==> config.mk <==
export PLATFORM = sky130hd
export DESIGN_NAME = pilot_phase_regression_freq_core_flat
export DESIGN_NICKNAME = d
export VERILOG_FILES = /design/src/design/prf_pkg.sv /design/src/design/prf_in_if.sv /design/src/design/prf_out_if.sv /design/src/design/prf_accum.sv /design/src/design/prf_slope.sv /design/src/design/pilot_phase_regression_freq_core.sv /design/src/flat_wrapper.sv
export SDC_FILE = /design/constraint.sdc
export NUM_CORES = 2
export LEC_CHECK = 0
export BUFFER_PORTS_ARGS = -buffer_cell sky130_fd_sc_hd__buf_2
export CORE_MARGIN = 8
export CORE_UTILIZATION = 54
export CTS_CLUSTER_SIZE = 25
export DETAILED_ROUTE_END_ITERATION = 10
export HOLD_SLACK_MARGIN = 0.1
export PLACE_DENSITY_LB_ADDON = 0.12
export RECOVER_POWER = 25
export SYNTH_ARGS = -nofsm -noshare
export SYNTH_HDL_FRONTEND = slang
export SYNTH_HIERARCHICAL = 1
export SYNTH_SLANG_ARGS = --single-unit
==> constraint.sdc <==
create_clock -name i_clk -period 20.1 [get_ports i_clk]
set_clock_uncertainty 0.15 [all_clocks]
set_input_delay 2.01 -clock i_clk [delete_from_list [all_inputs] [get_ports i_clk]]
set_output_delay 2.01 -clock i_clk [all_outputs]
set_load 0.03 [all_outputs]
==> src/design/prf_pkg.sv <==
// Shared types and constants of the pilot phase regression frequency core.
// Holds field widths, reset values, state machine encodings and control structs.
// No dependencies.
package prf_pkg;

    // Field and datapath widths
    localparam int PH_W      = 16;
    localparam int FREQ_W    = 32;
    localparam int OFF_W     = 32;
    localparam int U_W       = OFF_W + 1;
    localparam int SUM_W     = 48;
    localparam int LEN_REG_W = 7;
    localparam int FRAC_W    = 16;
    localparam int QUO_W     = FREQ_W + 1;

    // Defaults for the top level parameters
    localparam int FFT_LEN_DEF = 64;
    localparam int MAX_LEN_DEF = 64;

    // Register reset value
    localparam logic [LEN_REG_W-1:0] LEN_RESET = 7'd16;

    // One full turn and half a turn in Q15 phase units
    localparam logic signed [OFF_W-1:0] TURN      = 32'sd65536;
    localparam logic signed [PH_W:0]    HALF_TURN = 17'sd32768;

    // Saturation limits of the frequency word
    localparam logic [FREQ_W-1:0] SAT_POS = 32'h7FFF_FFFF;
    localparam logic [FREQ_W-1:0] SAT_NEG = 32'h8000_0000;

    // Main sequencer states
    typedef enum logic [3:0] {
        T_IDLE,
        T_UNW0,
        T_MAC0,
        T_UNW1,
        T_MAC1,
        T_GO0,
        T_WAIT0,
        T_GO1,
        T_WAIT1,
        T_PUSH
    } t_top_state;

    // Slope unit states
    typedef enum logic [3:0] {
        SL_IDLE,
        SL_D1,
        SL_D2,
        SL_D3,
        SL_NUM,
        SL_NUMR,
        SL_ABS,
        SL_LOAD,
        SL_DIV,
        SL_DONE
    } t_slp_state;

    // Control from the sequencer to the accumulator
    typedef struct packed {
        logic unw;    // unwrap the selected pilot
        logic mac;    // add the unwrapped phase to the sums
        logic sel;    // pilot select
        logic seed;   // first word after reset
        logic clear;  // clear both pilots' sums
    } t_acc_ctl;

endpackage

==> src/design/prf_in_if.sv <==
// Input channel of the pilot phase regression core: one phase pair per word.
// Depends on prf_pkg for field widths.
interface prf_in_if;
    logic                              valid;
    logic                              ready;
    logic signed [prf_pkg::PH_W-1:0]   phase_pilot0;
    logic signed [prf_pkg::PH_W-1:0]   phase_pilot1;

    modport source (output valid, output phase_pilot0, output phase_pilot1, input ready);
    modport sink   (input valid, input phase_pilot0, input phase_pilot1, output ready);
endinterface

==> src/design/prf_out_if.sv <==
// Output channel of the pilot phase regression core: one frequency pair per word.
// Depends on prf_pkg for field widths.
interface prf_out_if;
    logic                              valid;
    logic                              ready;
    logic signed [prf_pkg::FREQ_W-1:0] freq_pilot0;
    logic signed [prf_pkg::FREQ_W-1:0] freq_pilot1;

    modport source (output valid, output freq_pilot0, output freq_pilot1, input ready);
    modport sink   (input valid, input freq_pilot0, input freq_pilot1, output ready);
endinterface

==> src/design/prf_accum.sv <==
// Phase unwrap and regression sums for both pilots, one pilot per step.
// Depends on prf_pkg (widths, t_acc_ctl).
module prf_accum #(
    parameter int MAX_LEN = prf_pkg::MAX_LEN_DEF
) (
    input  logic                               i_clk,
    input  logic                               i_rst_n,
    input  prf_pkg::t_acc_ctl                  i_ctl,
    input  logic [$clog2(MAX_LEN+1)-1:0]       i_weight,
    input  logic signed [prf_pkg::PH_W-1:0]    i_phase0,
    input  logic signed [prf_pkg::PH_W-1:0]    i_phase1,
    output logic signed [prf_pkg::SUM_W-1:0]   o_sum,
    output logic signed [prf_pkg::SUM_W-1:0]   o_wsum
);

    localparam int LEN_W = $clog2(MAX_LEN+1);
    localparam int MUL_W = prf_pkg::U_W + LEN_W + 1;

    logic signed [prf_pkg::PH_W-1:0]  r_prev [2];
    logic signed [prf_pkg::OFF_W-1:0] r_off  [2];
    logic signed [prf_pkg::SUM_W-1:0] r_sum  [2];
    logic signed [prf_pkg::SUM_W-1:0] r_wsum [2];
    logic signed [prf_pkg::U_W-1:0]   r_u;

    logic signed [prf_pkg::PH_W-1:0]  raw;
    logic signed [prf_pkg::PH_W-1:0]  prev;
    logic signed [prf_pkg::OFF_W-1:0] off;
    logic signed [prf_pkg::PH_W:0]    step;
    logic signed [prf_pkg::OFF_W-1:0] n_off;
    logic signed [prf_pkg::U_W-1:0]   n_u;
    logic signed [MUL_W-1:0]          wprod;

    // Unwrap the selected pilot against its previous raw phase
    always_comb begin
        raw  = i_ctl.sel ? i_phase1 : i_phase0;
        prev = i_ctl.seed ? raw : r_prev[i_ctl.sel];
        off  = i_ctl.seed ? '0 : r_off[i_ctl.sel];
        step = {raw[prf_pkg::PH_W-1], raw} - {prev[prf_pkg::PH_W-1], prev};
        if (step > prf_pkg::HALF_TURN) begin
            n_off = off - prf_pkg::TURN;
        end else if (step < -prf_pkg::HALF_TURN) begin
            n_off = off + prf_pkg::TURN;
        end else begin
            n_off = off;
        end
        n_u = prf_pkg::U_W'(n_off) + prf_pkg::U_W'(raw);
    end

    // Weight the registered unwrapped phase by its index in the block
    assign wprod = r_u * $signed({1'b0, i_weight});

    // Hold unwrap history and sums
    always_ff @(posedge i_clk) begin
        if (!i_rst_n) begin
            for (int p = 0; p < 2; p++) begin
                r_prev[p] <= '0;
                r_off[p]  <= '0;
                r_sum[p]  <= '0;
                r_wsum[p] <= '0;
            end
            r_u <= '0;
        end else begin
            if (i_ctl.unw) begin
                r_prev[i_ctl.sel] <= raw;
                r_off[i_ctl.sel]  <= n_off;
                r_u               <= n_u;
            end
            if (i_ctl.mac) begin
                r_sum[i_ctl.sel]  <= r_sum[i_ctl.sel] + prf_pkg::SUM_W'(r_u);
                r_wsum[i_ctl.sel] <= r_wsum[i_ctl.sel] + prf_pkg::SUM_W'(wprod);
            end
            if (i_ctl.clear) begin
                for (int p = 0; p < 2; p++) begin
                    r_sum[p]  <= '0;
                    r_wsum[p] <= '0;
                end
            end
        end
    end

    assign o_sum  = r_sum[i_ctl.sel];
    assign o_wsum = r_wsum[i_ctl.sel];

endmodule

==> src/design/prf_slope.sv <==
// Least-squares slope of one pilot: shared multiplier, then a 33-step divider.
// Depends on prf_pkg (widths, t_slp_state, saturation limits).
module prf_slope #(
    parameter int FFT_LEN = prf_pkg::FFT_LEN_DEF,
    parameter int MAX_LEN = prf_pkg::MAX_LEN_DEF
) (
    input  logic                               i_clk,
    input  logic                               i_rst_n,
    input  logic                               i_start,
    input  logic [$clog2(MAX_LEN+1)-1:0]       i_len,
    input  logic signed [prf_pkg::SUM_W-1:0]   i_sum,
    input  logic signed [prf_pkg::SUM_W-1:0]   i_wsum,
    output logic                               o_done,
    output logic signed [prf_pkg::FREQ_W-1:0]  o_freq
);

    localparam int LP_W   = $clog2(MAX_LEN+2);
    localparam int C6_W   = $clog2(6*(MAX_LEN+1)+1);
    localparam int FFT_W  = $clog2(FFT_LEN+1);
    localparam int B_W    = (C6_W > FFT_W) ? C6_W : FFT_W;
    localparam int A_W    = prf_pkg::SUM_W + 1;
    localparam int P_W    = A_W + B_W;
    localparam int DEN_W  = 3*LP_W + FFT_W;
    localparam int NUM_W  = prf_pkg::SUM_W + B_W + 2;
    localparam int DIVA_W = NUM_W + prf_pkg::FRAC_W + 1;
    localparam int DIVB_W = DEN_W + prf_pkg::QUO_W - 1;
    localparam int DIV_W  = (DIVA_W > DIVB_W) ? DIVA_W : DIVB_W;
    localparam int STEP_W = $clog2(prf_pkg::QUO_W);

    prf_pkg::t_slp_state r_state, n_state;

    logic signed [P_W-1:0]         r_prod;
    logic [DEN_W-1:0]              r_den;
    logic signed [NUM_W-1:0]       r_w12;
    logic signed [NUM_W-1:0]       r_num;
    logic                          r_neg;
    logic [NUM_W-1:0]              r_mag;
    logic [DIV_W-1:0]              r_rem;
    logic [DIV_W-1:0]              r_dsh;
    logic [prf_pkg::QUO_W-1:0]     r_quo;
    logic [STEP_W-1:0]             r_step;

    logic signed [A_W-1:0]         mul_a;
    logic [B_W-1:0]                mul_b;
    logic signed [A_W+B_W:0]       mul_p;
    logic [B_W-1:0]                len_p1;
    logic signed [NUM_W-1:0]       wsum_x;
    logic                          ge;
    logic                          last_step;
    logic [prf_pkg::FREQ_W-1:0]    quo_t;
    logic                          big;

    // Next state
    always_comb begin
        n_state = r_state;
        unique case (r_state)
            prf_pkg::SL_IDLE: if (i_start) n_state = prf_pkg::SL_D1;
            prf_pkg::SL_D1:   n_state = prf_pkg::SL_D2;
            prf_pkg::SL_D2:   n_state = prf_pkg::SL_D3;
            prf_pkg::SL_D3:   n_state = prf_pkg::SL_NUM;
            prf_pkg::SL_NUM:  n_state = prf_pkg::SL_NUMR;
            prf_pkg::SL_NUMR: n_state = prf_pkg::SL_ABS;
            prf_pkg::SL_ABS:  n_state = prf_pkg::SL_LOAD;
            prf_pkg::SL_LOAD: n_state = prf_pkg::SL_DIV;
            prf_pkg::SL_DIV:  if (last_step) n_state = prf_pkg::SL_DONE;
            prf_pkg::SL_DONE: n_state = prf_pkg::SL_IDLE;
            default:          n_state = prf_pkg::SL_IDLE;
        endcase
    end

    // Select shared multiplier operands: denominator chain, then 6*(L+1)*S
    always_comb begin
        len_p1 = B_W'(i_len) + B_W'(1);
        mul_a  = '0;
        mul_b  = '0;
        unique case (r_state)
            prf_pkg::SL_D1: begin
                mul_a = A_W'(i_len) + A_W'(1);
                mul_b = B_W'(i_len) - B_W'(1);
            end
            prf_pkg::SL_D2: begin
                mul_a = r_prod[A_W-1:0];
                mul_b = B_W'(i_len);
            end
            prf_pkg::SL_D3: begin
                mul_a = r_prod[A_W-1:0];
                mul_b = B_W'(FFT_LEN);
            end
            prf_pkg::SL_NUM: begin
                mul_a = A_W'(i_sum);
                mul_b = (len_p1 << 2) + (len_p1 << 1);
            end
            default: begin
                mul_a = '0;
                mul_b = '0;
            end
        endcase
    end

    assign mul_p     = mul_a * $signed({1'b0, mul_b});
    assign wsum_x    = NUM_W'(i_wsum);
    assign ge        = r_rem >= r_dsh;
    assign last_step = r_step == STEP_W'(prf_pkg::QUO_W - 1);

    // Advance the datapath
    always_ff @(posedge i_clk) begin
        if (!i_rst_n) begin
            r_state <= prf_pkg::SL_IDLE;
        end else begin
            r_state <= n_state;
        end
        case (r_state) inside
            prf_pkg::SL_D1, prf_pkg::SL_D2, prf_pkg::SL_D3: begin
                r_prod <= mul_p[P_W-1:0];
            end
            prf_pkg::SL_NUM: begin
                r_den  <= r_prod[DEN_W-1:0];
                r_prod <= mul_p[P_W-1:0];
                r_w12  <= (wsum_x <<< 3) + (wsum_x <<< 2);
            end
            prf_pkg::SL_NUMR: begin
                r_num <= r_w12 - NUM_W'(r_prod);
            end
            prf_pkg::SL_ABS: begin
                r_neg <= r_num[NUM_W-1];
                r_mag <= r_num[NUM_W-1] ? NUM_W'(-r_num) : NUM_W'(r_num);
            end
            prf_pkg::SL_LOAD: begin
                // add half the divisor for round to nearest
                r_rem  <= DIV_W'({r_mag, {prf_pkg::FRAC_W{1'b0}}}) + DIV_W'(r_den >> 1);
                r_dsh  <= DIV_W'({r_den, {(prf_pkg::QUO_W-1){1'b0}}});
                r_quo  <= '0;
                r_step <= '0;
            end
            prf_pkg::SL_DIV: begin
                // one quotient bit per cycle, the first one flags overflow
                if (ge) begin
                    r_rem <= r_rem - r_dsh;
                end
                r_dsh  <= r_dsh >> 1;
                r_quo  <= {r_quo[prf_pkg::QUO_W-2:0], ge};
                r_step <= r_step + STEP_W'(1);
            end
            default: begin
            end
        endcase
    end

    // Apply sign and saturate
    always_comb begin
        quo_t  = r_quo[prf_pkg::FREQ_W-1:0];
        big    = r_quo[prf_pkg::QUO_W-1] | quo_t[prf_pkg::FREQ_W-1];
        o_done = r_state == prf_pkg::SL_DONE;
        if (r_neg) begin
            o_freq = big ? prf_pkg::SAT_NEG : (~quo_t + prf_pkg::FREQ_W'(1));
        end else begin
            o_freq = big ? prf_pkg::SAT_POS : quo_t;
        end
    end

endmodule

==> src/design/pilot_phase_regression_freq_core.sv <==
// Pilot phase regression frequency estimator, top level.
// Usage:
//   i_in carries one pair of pilot phases per word (signed Q15, 32768 = pi).
//   o_out carries one pair of frequency estimates (16 fractional bits,
//   saturated) after every len_regr input words; other words give nothing.
//   i_cfg_wr_en / i_cfg_wr_data write len_regr (clamped to 2..MAX_LEN on use);
//   write it only while the core is idle.
// Sequence:
//   A word that does not close a block passes the accept state and two
//   unwrap/accumulate steps per pilot through one shared unwrap unit.
//   For the closing word the shared slope unit then runs once per pilot:
//   start, multiplier and setup steps, a 33-step restoring divider and a
//   done state; after both runs the output register loads the pair.
// Reset:
//   Sums, count and unwrap history clear; len_regr returns to 16. The first
//   word after reset seeds the unwrap history.
// Stall:
//   The result waits in the output register while the next words are taken;
//   the core only holds when a new result is ready and the old one is unread.
// Depends on prf_pkg, prf_in_if, prf_out_if, prf_accum and prf_slope.
module pilot_phase_regression_freq_core #(
    parameter int FFT_LEN = prf_pkg::FFT_LEN_DEF,
    parameter int MAX_LEN = prf_pkg::MAX_LEN_DEF
) (
    input  logic                              i_clk,
    input  logic                              i_rst_n,
    prf_in_if.sink                            i_in,
    prf_out_if.source                         o_out,
    input  logic                              i_cfg_wr_en,
    input  logic [prf_pkg::LEN_REG_W-1:0]     i_cfg_wr_data
);

    localparam int LEN_W = $clog2(MAX_LEN+1);

    prf_pkg::t_top_state r_state, n_state;

    logic [prf_pkg::LEN_REG_W-1:0]      r_len_regr;
    logic [LEN_W-1:0]                   r_len;
    logic [LEN_W-1:0]                   n_len;
    logic [LEN_W-1:0]                   r_count;
    logic [LEN_W-1:0]                   n_weight;
    logic                               r_seeded;
    logic signed [prf_pkg::PH_W-1:0]    r_ph0;
    logic signed [prf_pkg::PH_W-1:0]    r_ph1;
    logic signed [prf_pkg::FREQ_W-1:0]  r_res0;
    logic signed [prf_pkg::FREQ_W-1:0]  r_res1;
    logic                               r_out_valid;
    logic signed [prf_pkg::FREQ_W-1:0]  r_freq0;
    logic signed [prf_pkg::FREQ_W-1:0]  r_freq1;

    logic                               in_fire;
    logic                               out_fire;
    logic                               can_push;
    logic                               blk_done;
    logic                               slp_start;
    logic                               slp_done;
    logic signed [prf_pkg::FREQ_W-1:0]  slp_freq;
    logic signed [prf_pkg::SUM_W-1:0]   acc_sum;
    logic signed [prf_pkg::SUM_W-1:0]   acc_wsum;
    prf_pkg::t_acc_ctl                  acc_ctl;

    assign in_fire  = i_in.valid & i_in.ready;
    assign out_fire = r_out_valid & o_out.ready;
    assign can_push = !r_out_valid | o_out.ready;
    assign n_weight = r_count + LEN_W'(1);
    assign blk_done = n_weight >= r_len;

    // Clamp the block length to its legal range
    always_comb begin
        if (r_len_regr < prf_pkg::LEN_REG_W'(2)) begin
            n_len = LEN_W'(2);
        end else if (int'(r_len_regr) > MAX_LEN) begin
            n_len = LEN_W'(MAX_LEN);
        end else begin
            n_len = LEN_W'(r_len_regr);
        end
    end

    // Next state
    always_comb begin
        n_state = r_state;
        unique case (r_state)
            prf_pkg::T_IDLE:  if (in_fire) n_state = prf_pkg::T_UNW0;
            prf_pkg::T_UNW0:  n_state = prf_pkg::T_MAC0;
            prf_pkg::T_MAC0:  n_state = prf_pkg::T_UNW1;
            prf_pkg::T_UNW1:  n_state = prf_pkg::T_MAC1;
            prf_pkg::T_MAC1:  n_state = blk_done ? prf_pkg::T_GO0 : prf_pkg::T_IDLE;
            prf_pkg::T_GO0:   n_state = prf_pkg::T_WAIT0;
            prf_pkg::T_WAIT0: if (slp_done) n_state = prf_pkg::T_GO1;
            prf_pkg::T_GO1:   n_state = prf_pkg::T_WAIT1;
            prf_pkg::T_WAIT1: if (slp_done) n_state = prf_pkg::T_PUSH;
            prf_pkg::T_PUSH:  if (can_push) n_state = prf_pkg::T_IDLE;
            default:          n_state = prf_pkg::T_IDLE;
        endcase
    end

    // Drive unit controls
    always_comb begin
        i_in.ready    = 1'b0;
        slp_start     = 1'b0;
        acc_ctl       = '0;
        acc_ctl.seed  = !r_seeded;
        unique case (r_state)
            prf_pkg::T_IDLE:  i_in.ready = 1'b1;
            prf_pkg::T_UNW0:  acc_ctl.unw = 1'b1;
            prf_pkg::T_MAC0:  acc_ctl.mac = 1'b1;
            prf_pkg::T_UNW1: begin
                acc_ctl.unw = 1'b1;
                acc_ctl.sel = 1'b1;
            end
            prf_pkg::T_MAC1: begin
                acc_ctl.mac = 1'b1;
                acc_ctl.sel = 1'b1;
            end
            prf_pkg::T_GO0:   slp_start = 1'b1;
            prf_pkg::T_WAIT0: acc_ctl.sel = 1'b0;
            prf_pkg::T_GO1: begin
                slp_start   = 1'b1;
                acc_ctl.sel = 1'b1;
            end
            prf_pkg::T_WAIT1: acc_ctl.sel = 1'b1;
            prf_pkg::T_PUSH:  acc_ctl.clear = can_push;
            default:          i_in.ready = 1'b0;
        endcase
    end

    // Hold configuration, sequencer and block count
    always_ff @(posedge i_clk) begin
        if (!i_rst_n) begin
            r_state    <= prf_pkg::T_IDLE;
            r_len_regr <= prf_pkg::LEN_RESET;
            r_count    <= '0;
            r_seeded   <= 1'b0;
        end else begin
            r_state <= n_state;
            if (i_cfg_wr_en) begin
                r_len_regr <= i_cfg_wr_data;
            end
            if (r_state == prf_pkg::T_UNW1) begin
                r_seeded <= 1'b1;
            end
            if (r_state == prf_pkg::T_MAC1) begin
                r_count <= blk_done ? '0 : n_weight;
            end
        end
    end

    // Capture the input word and the slope results
    always_ff @(posedge i_clk) begin
        if (in_fire) begin
            r_ph0 <= i_in.phase_pilot0;
            r_ph1 <= i_in.phase_pilot1;
            r_len <= n_len;
        end
        if (r_state == prf_pkg::T_WAIT0 && slp_done) begin
            r_res0 <= slp_freq;
        end
        if (r_state == prf_pkg::T_WAIT1 && slp_done) begin
            r_res1 <= slp_freq;
        end
    end

    // Output register: load on push, drop on handoff
    always_ff @(posedge i_clk) begin
        if (!i_rst_n) begin
            r_out_valid <= 1'b0;
        end else if (r_state == prf_pkg::T_PUSH && can_push) begin
            r_out_valid <= 1'b1;
        end else if (out_fire) begin
            r_out_valid <= 1'b0;
        end
        if (r_state == prf_pkg::T_PUSH && can_push) begin
            r_freq0 <= r_res0;
            r_freq1 <= r_res1;
        end
    end

    assign o_out.valid       = r_out_valid;
    assign o_out.freq_pilot0 = r_freq0;
    assign o_out.freq_pilot1 = r_freq1;

    prf_accum #(
        .MAX_LEN (MAX_LEN)
    ) u_accum (
        .i_clk    (i_clk),
        .i_rst_n  (i_rst_n),
        .i_ctl    (acc_ctl),
        .i_weight (n_weight),
        .i_phase0 (r_ph0),
        .i_phase1 (r_ph1),
        .o_sum    (acc_sum),
        .o_wsum   (acc_wsum)
    );

    prf_slope #(
        .FFT_LEN (FFT_LEN),
        .MAX_LEN (MAX_LEN)
    ) u_slope (
        .i_clk   (i_clk),
        .i_rst_n (i_rst_n),
        .i_start (slp_start),
        .i_len   (r_len),
        .i_sum   (acc_sum),
        .i_wsum  (acc_wsum),
        .o_done  (slp_done),
        .o_freq  (slp_freq)
    );

endmodule

==> src/flat_wrapper.sv <==
// flat-port wrapper written by rule: the top's interface ports become plain ports
module pilot_phase_regression_freq_core_flat 
#(
    parameter int FFT_LEN = prf_pkg::FFT_LEN_DEF,
    parameter int MAX_LEN = prf_pkg::MAX_LEN_DEF
)
  (i_clk, i_rst_n, i_cfg_wr_en, i_cfg_wr_data, i_in_valid, i_in_phase_pilot0, i_in_phase_pilot1, i_in_ready, o_out_valid, o_out_freq_pilot0, o_out_freq_pilot1, o_out_ready);
  prf_in_if i_in_i ();
  prf_out_if o_out_i ();
  input  logic i_clk;
  input  logic i_rst_n;
  input  logic i_cfg_wr_en;
  input  logic [prf_pkg::LEN_REG_W-1:0] i_cfg_wr_data;
  input wire logic [$bits(i_in_i.valid)-1:0] i_in_valid;
  input wire logic [$bits(i_in_i.phase_pilot0)-1:0] i_in_phase_pilot0;
  input wire logic [$bits(i_in_i.phase_pilot1)-1:0] i_in_phase_pilot1;
  output wire logic [$bits(i_in_i.ready)-1:0] i_in_ready;
  output wire logic [$bits(o_out_i.valid)-1:0] o_out_valid;
  output wire logic [$bits(o_out_i.freq_pilot0)-1:0] o_out_freq_pilot0;
  output wire logic [$bits(o_out_i.freq_pilot1)-1:0] o_out_freq_pilot1;
  input wire logic [$bits(o_out_i.ready)-1:0] o_out_ready;
  assign i_in_i.valid = i_in_valid;
  assign i_in_i.phase_pilot0 = i_in_phase_pilot0;
  assign i_in_i.phase_pilot1 = i_in_phase_pilot1;
  assign i_in_ready = i_in_i.ready;
  assign o_out_valid = o_out_i.valid;
  assign o_out_freq_pilot0 = o_out_i.freq_pilot0;
  assign o_out_freq_pilot1 = o_out_i.freq_pilot1;
  assign o_out_i.ready = o_out_ready;
  pilot_phase_regression_freq_core #(.FFT_LEN(FFT_LEN), .MAX_LEN(MAX_LEN)) u_core (.i_clk(i_clk), .i_rst_n(i_rst_n), .i_in(i_in_i), .o_out(o_out_i), .i_cfg_wr_en(i_cfg_wr_en), .i_cfg_wr_data(i_cfg_wr_data));
endmodule
==> key figures <==
Setup path
  • Crit-path max cell delay: 2510 ps
  • Worst Path Arrival: 13230 ps
  • Worst Path Buf+Inv: 8
  • WP depth: 29
  • Crit path top cell by count: inv_1
  • Worst reg2reg path depth: 29
  • Critical-path cell with the highest stage delay: clkinvlp_2
  • Startpoint Class: flop
  • Peak fanout along the critical path: 76
  • Critical Path Sink Type: flop
  • WS Path Type: flop to flop
  • Worst Path Required: 20410 ps
  • Cell family with most CP delay: buffers and inverters

Final layout
  • Commonest non-fill, non-tap cells in the layout: 912 x inv_1, 885 x edfxtp_1, 822 x nor2_1, 647 x nand2_1, 596 x fa_1
  • Final cell count without fillers: 10100
  • Fin util: 58.6%
  • Fillers: 12600
  • Multi-input logic area: 0.0472 mm²
  • Commonest non-fill, non-tap cell in the layout: inv_1
  • Layout overhead on the synthesized area: 7.74%
  • Final #Nets: 9194
  • Register cell area after layout: 0.0277 mm²
  • Share of post-route cells with drive strength above 1: 6.57%
  • Final instance area: 0.0856 mm²

Global route
  • GRT overflow: 0
  • Vias in the first global route: 59600
  • Largest net degree at the start of global routing: 98
  • First-pass GRT wire length: 335000 µm
  • Antenna violations before repair: 3
  • All-layer global routing usage: 26.7%

Yosys
  • Ys async rst share: 0%
  • Gate Count Post-Synth: 8079
  • Compound-gate portion of the synthesized area: 12.9%
  • Main combinational cell family by area after synthesis: adder cells
  • Avg Inst Size Synth: 9.83 µm²
  • #FFs+latches synth: 942
  • Yosys cell types: 111
  • Post-synth EDFFs: 885
  • Area of the mapped netlist: 0.0794 mm²
  • Sequential share of the synthesized area: 34.9%
  • Ys flop type: edfxtp_1
  • Post-Synth Adder-Cell Area: 23.0%
  • Post-synthesis mux area share: 2.65%
  • Synth Area in XOR/XNOR: 5.69%
  • Syn. warnings: 6
  • Synthesized net count: 9225
  • Simple-Gate Fraction of Synth Area: 15.0%

CTS
  • H-tree depth: 3
  • CTS Buf Count: 107
  • Clock slew at reported path FFs: 60 ps
  • CTS resizes: 0
  • Post-CTS setup buffers: 0
  • Hold buffers post-CTS: 0
  • Worst-Skew Late Latency: 740 ps
  • CTS Sinks: 942
  • TritonCTS clock tree: done
  • CTS Root Cell: clkbuf_16
  • CTS max path bufs: 3

Pwr
  • Worst-case vdd ir drop: 74.8 µV
  • Static leakage: 36.9 nW
  • Clock share of power: 29.2%
  • Tot Pwr: 6.99 mW
  • Switching Power: 2.51 mW
  • Internal power: 4.48 mW
  • Sequential Power Share: 37.5%
  • PwrDens: 81.6 mW/mm²
  • Comb pwr share: 33.3%
  • Sw frac: 35.9%

Floorplan
  • Rows: 140
  • Die X: 399 µm
  • Initial Utilization: 54.4%
  • Die H: 399 µm
  • Core area: 0.146 mm²
  • Top-level port count: 110
  • Full die area: 0.160 mm²

STA
  • Worst-margin pin slew: 4250 ps
  • RSZ-0062 raised after global routing: false
  • Tmin final: 12920 ps
  • Pins Over Slew Limit: 537
  • Fin Setup TNS: 0 ps
  • Setup violations, final: 0
  • Worst Setup Slack, final: 7180 ps
  • Final period util: 64.3%
  • Fmax: 0.0774 GHz
  • Fin Hold WS: 247 ps
  • Slew headroom: -183%
  • Hold Fails Final Rpt: 0

Routing
  • ANT nets after route: 0
  • Final wirelength: 214000 µm
  • Wire per inst: 21.3 µm
  • Wire length on met2: 97900 µm
  • DR vias: 59000
  • Initial DRC count: 4119
  • M1 wire length: 91800 µm
  • Top layer in use: met4
  • Vias per cell: 5.86
  • Met3 wire length: 14700 µm
  • Drt drc: 0
  • Pre-antenna DRT Iters: 6

Hold path
  • HP Class: flop to flop
  • Hold Crit Depth: 0

Status
  • Status: finished, violations left
  • Failing checks: max-capacitance violations, max-slew violations

Placed design
  • Port Buffers: 109
  • Placed Cells: 9856
  • GPL Wtd Cong: 0.961
  • Hpwl dp: 165000 µm
  • Placed cell area: 0.0819 mm²
  • Post-place setup slack: 9980 ps

Job
  • Max Cap Viol: 9
## worst register-to-register path: cells and delay by family (launching register included)
| kind | cells | cell delay [ps] |
|---|---|---|
| xor+xnor | 1 | 80 |
| buf+inv | 8 | 4250 |
| fa+ha+maj | 6 | 2550 |
| flops | 1 | 480 |
| compound gates | 7 | 3020 |
| simple gates | 7 | 2100 |
## power by group through the flow
stage,combinational [mW],sequential [mW],clock [mW]
detailed placement,2.29,2.65,0
CTS,2.31,2.61,2.09
global route,2.58,2.63,2.17
finish,2.33,2.62,2.04
floorplan,1.71,2.56,0
global placement,2.27,2.64,0
## path summary, 6_finish.rpt
| check | startpoint | end | slack [ps] |
|---|---|---|---|
| setup / recovery | u_core/u_slope/r_state[3] | u_core/u_slope/r_prod[50] | 7180 |
| hold / removal | u_core/r_res1[11] | u_core/o_out.freq_pilot1[11] | 250 |
| setup reg to reg | u_core/u_slope/r_state[3] | u_core/u_slope/r_prod[50] | 7180 |
| hold reg to reg | u_core/r_res1[11] | u_core/o_out.freq_pilot1[11] | 250 |
## kinds of logic (layout without fill, tap and decap cells)
logic type               Yosys count  in the layout
adder cells (fa/ha/maj)         1102           1102
AND/OR/NAND/NOR                 2505           2505
AO/OA/AOI/OAI                   1582           1582
multiplexers                     200            200
flip-flops                       942            942
buffers and inverters           1232           1293
XOR/XNOR                         516            516
other                              0              5
## flip-flops by register name, summed over array words and instances, names as in the netlist, 28 cells and up
name                      flops
u_core/u_slope/r_rem         76
u_core/u_slope/r_mag         59
u_core/u_slope/r_den         28
u_core/u_accum/r_u           33
u_core/u_slope/r_num         59
u_core/u_slope/r_w12         50
u_core/u_slope/r_quo         33
u_core/o_out.freq_pilot1     32
u_core/r_res0                32
u_core/u_accum/r_sum         96
u_core/r_res1                32
u_core/u_slope/r_dsh         60
u_core/o_out.freq_pilot0     32
u_core/u_accum/r_wsum        96
u_core/u_slope/r_prod        58
u_core/u_accum/r_off         64
u_core/u_accum/r_prev        32
## cells in the mapped netlist (137+ instances only)
cell	number	share of area [%]
inv_1	914	4.3
edfxtp_1	885	33
nor2_1	826	3.9
nand2_1	652	3.1
fa_1	596	15
ha_1	506	8.0
a21oi_1	459	2.9
xnor2_1	323	3.6
o21ai_0	318	2.0
and2_1	272	2.1
clkbuf_1	272	1.3
a21o_1	199	1.9
xor2_1	193	2.1
nand3_1	137	0.86
## layer usage
layer / global-route usage (%) / up-vias
met4: 10.8 / 0
met1: 35.5 / 28900
met3: 4.60 / 424
li1: - / 27700
met5: 0 / -
met2: 43.6 / 1904
## cell type report
cell class                 instances  share of cell area, %
sequential                       942                   32.4
multi-input combinational       5905                   55.2
tap                             1917                   2.80
antenna                            5                 0.0146
inverter                         915                   4.02
clock inverter                    65                  0.987
timing repair buffer             177                   1.20
clock buffer                     136                   3.37
Note: power is estimated with default switching activity, not from simulation.
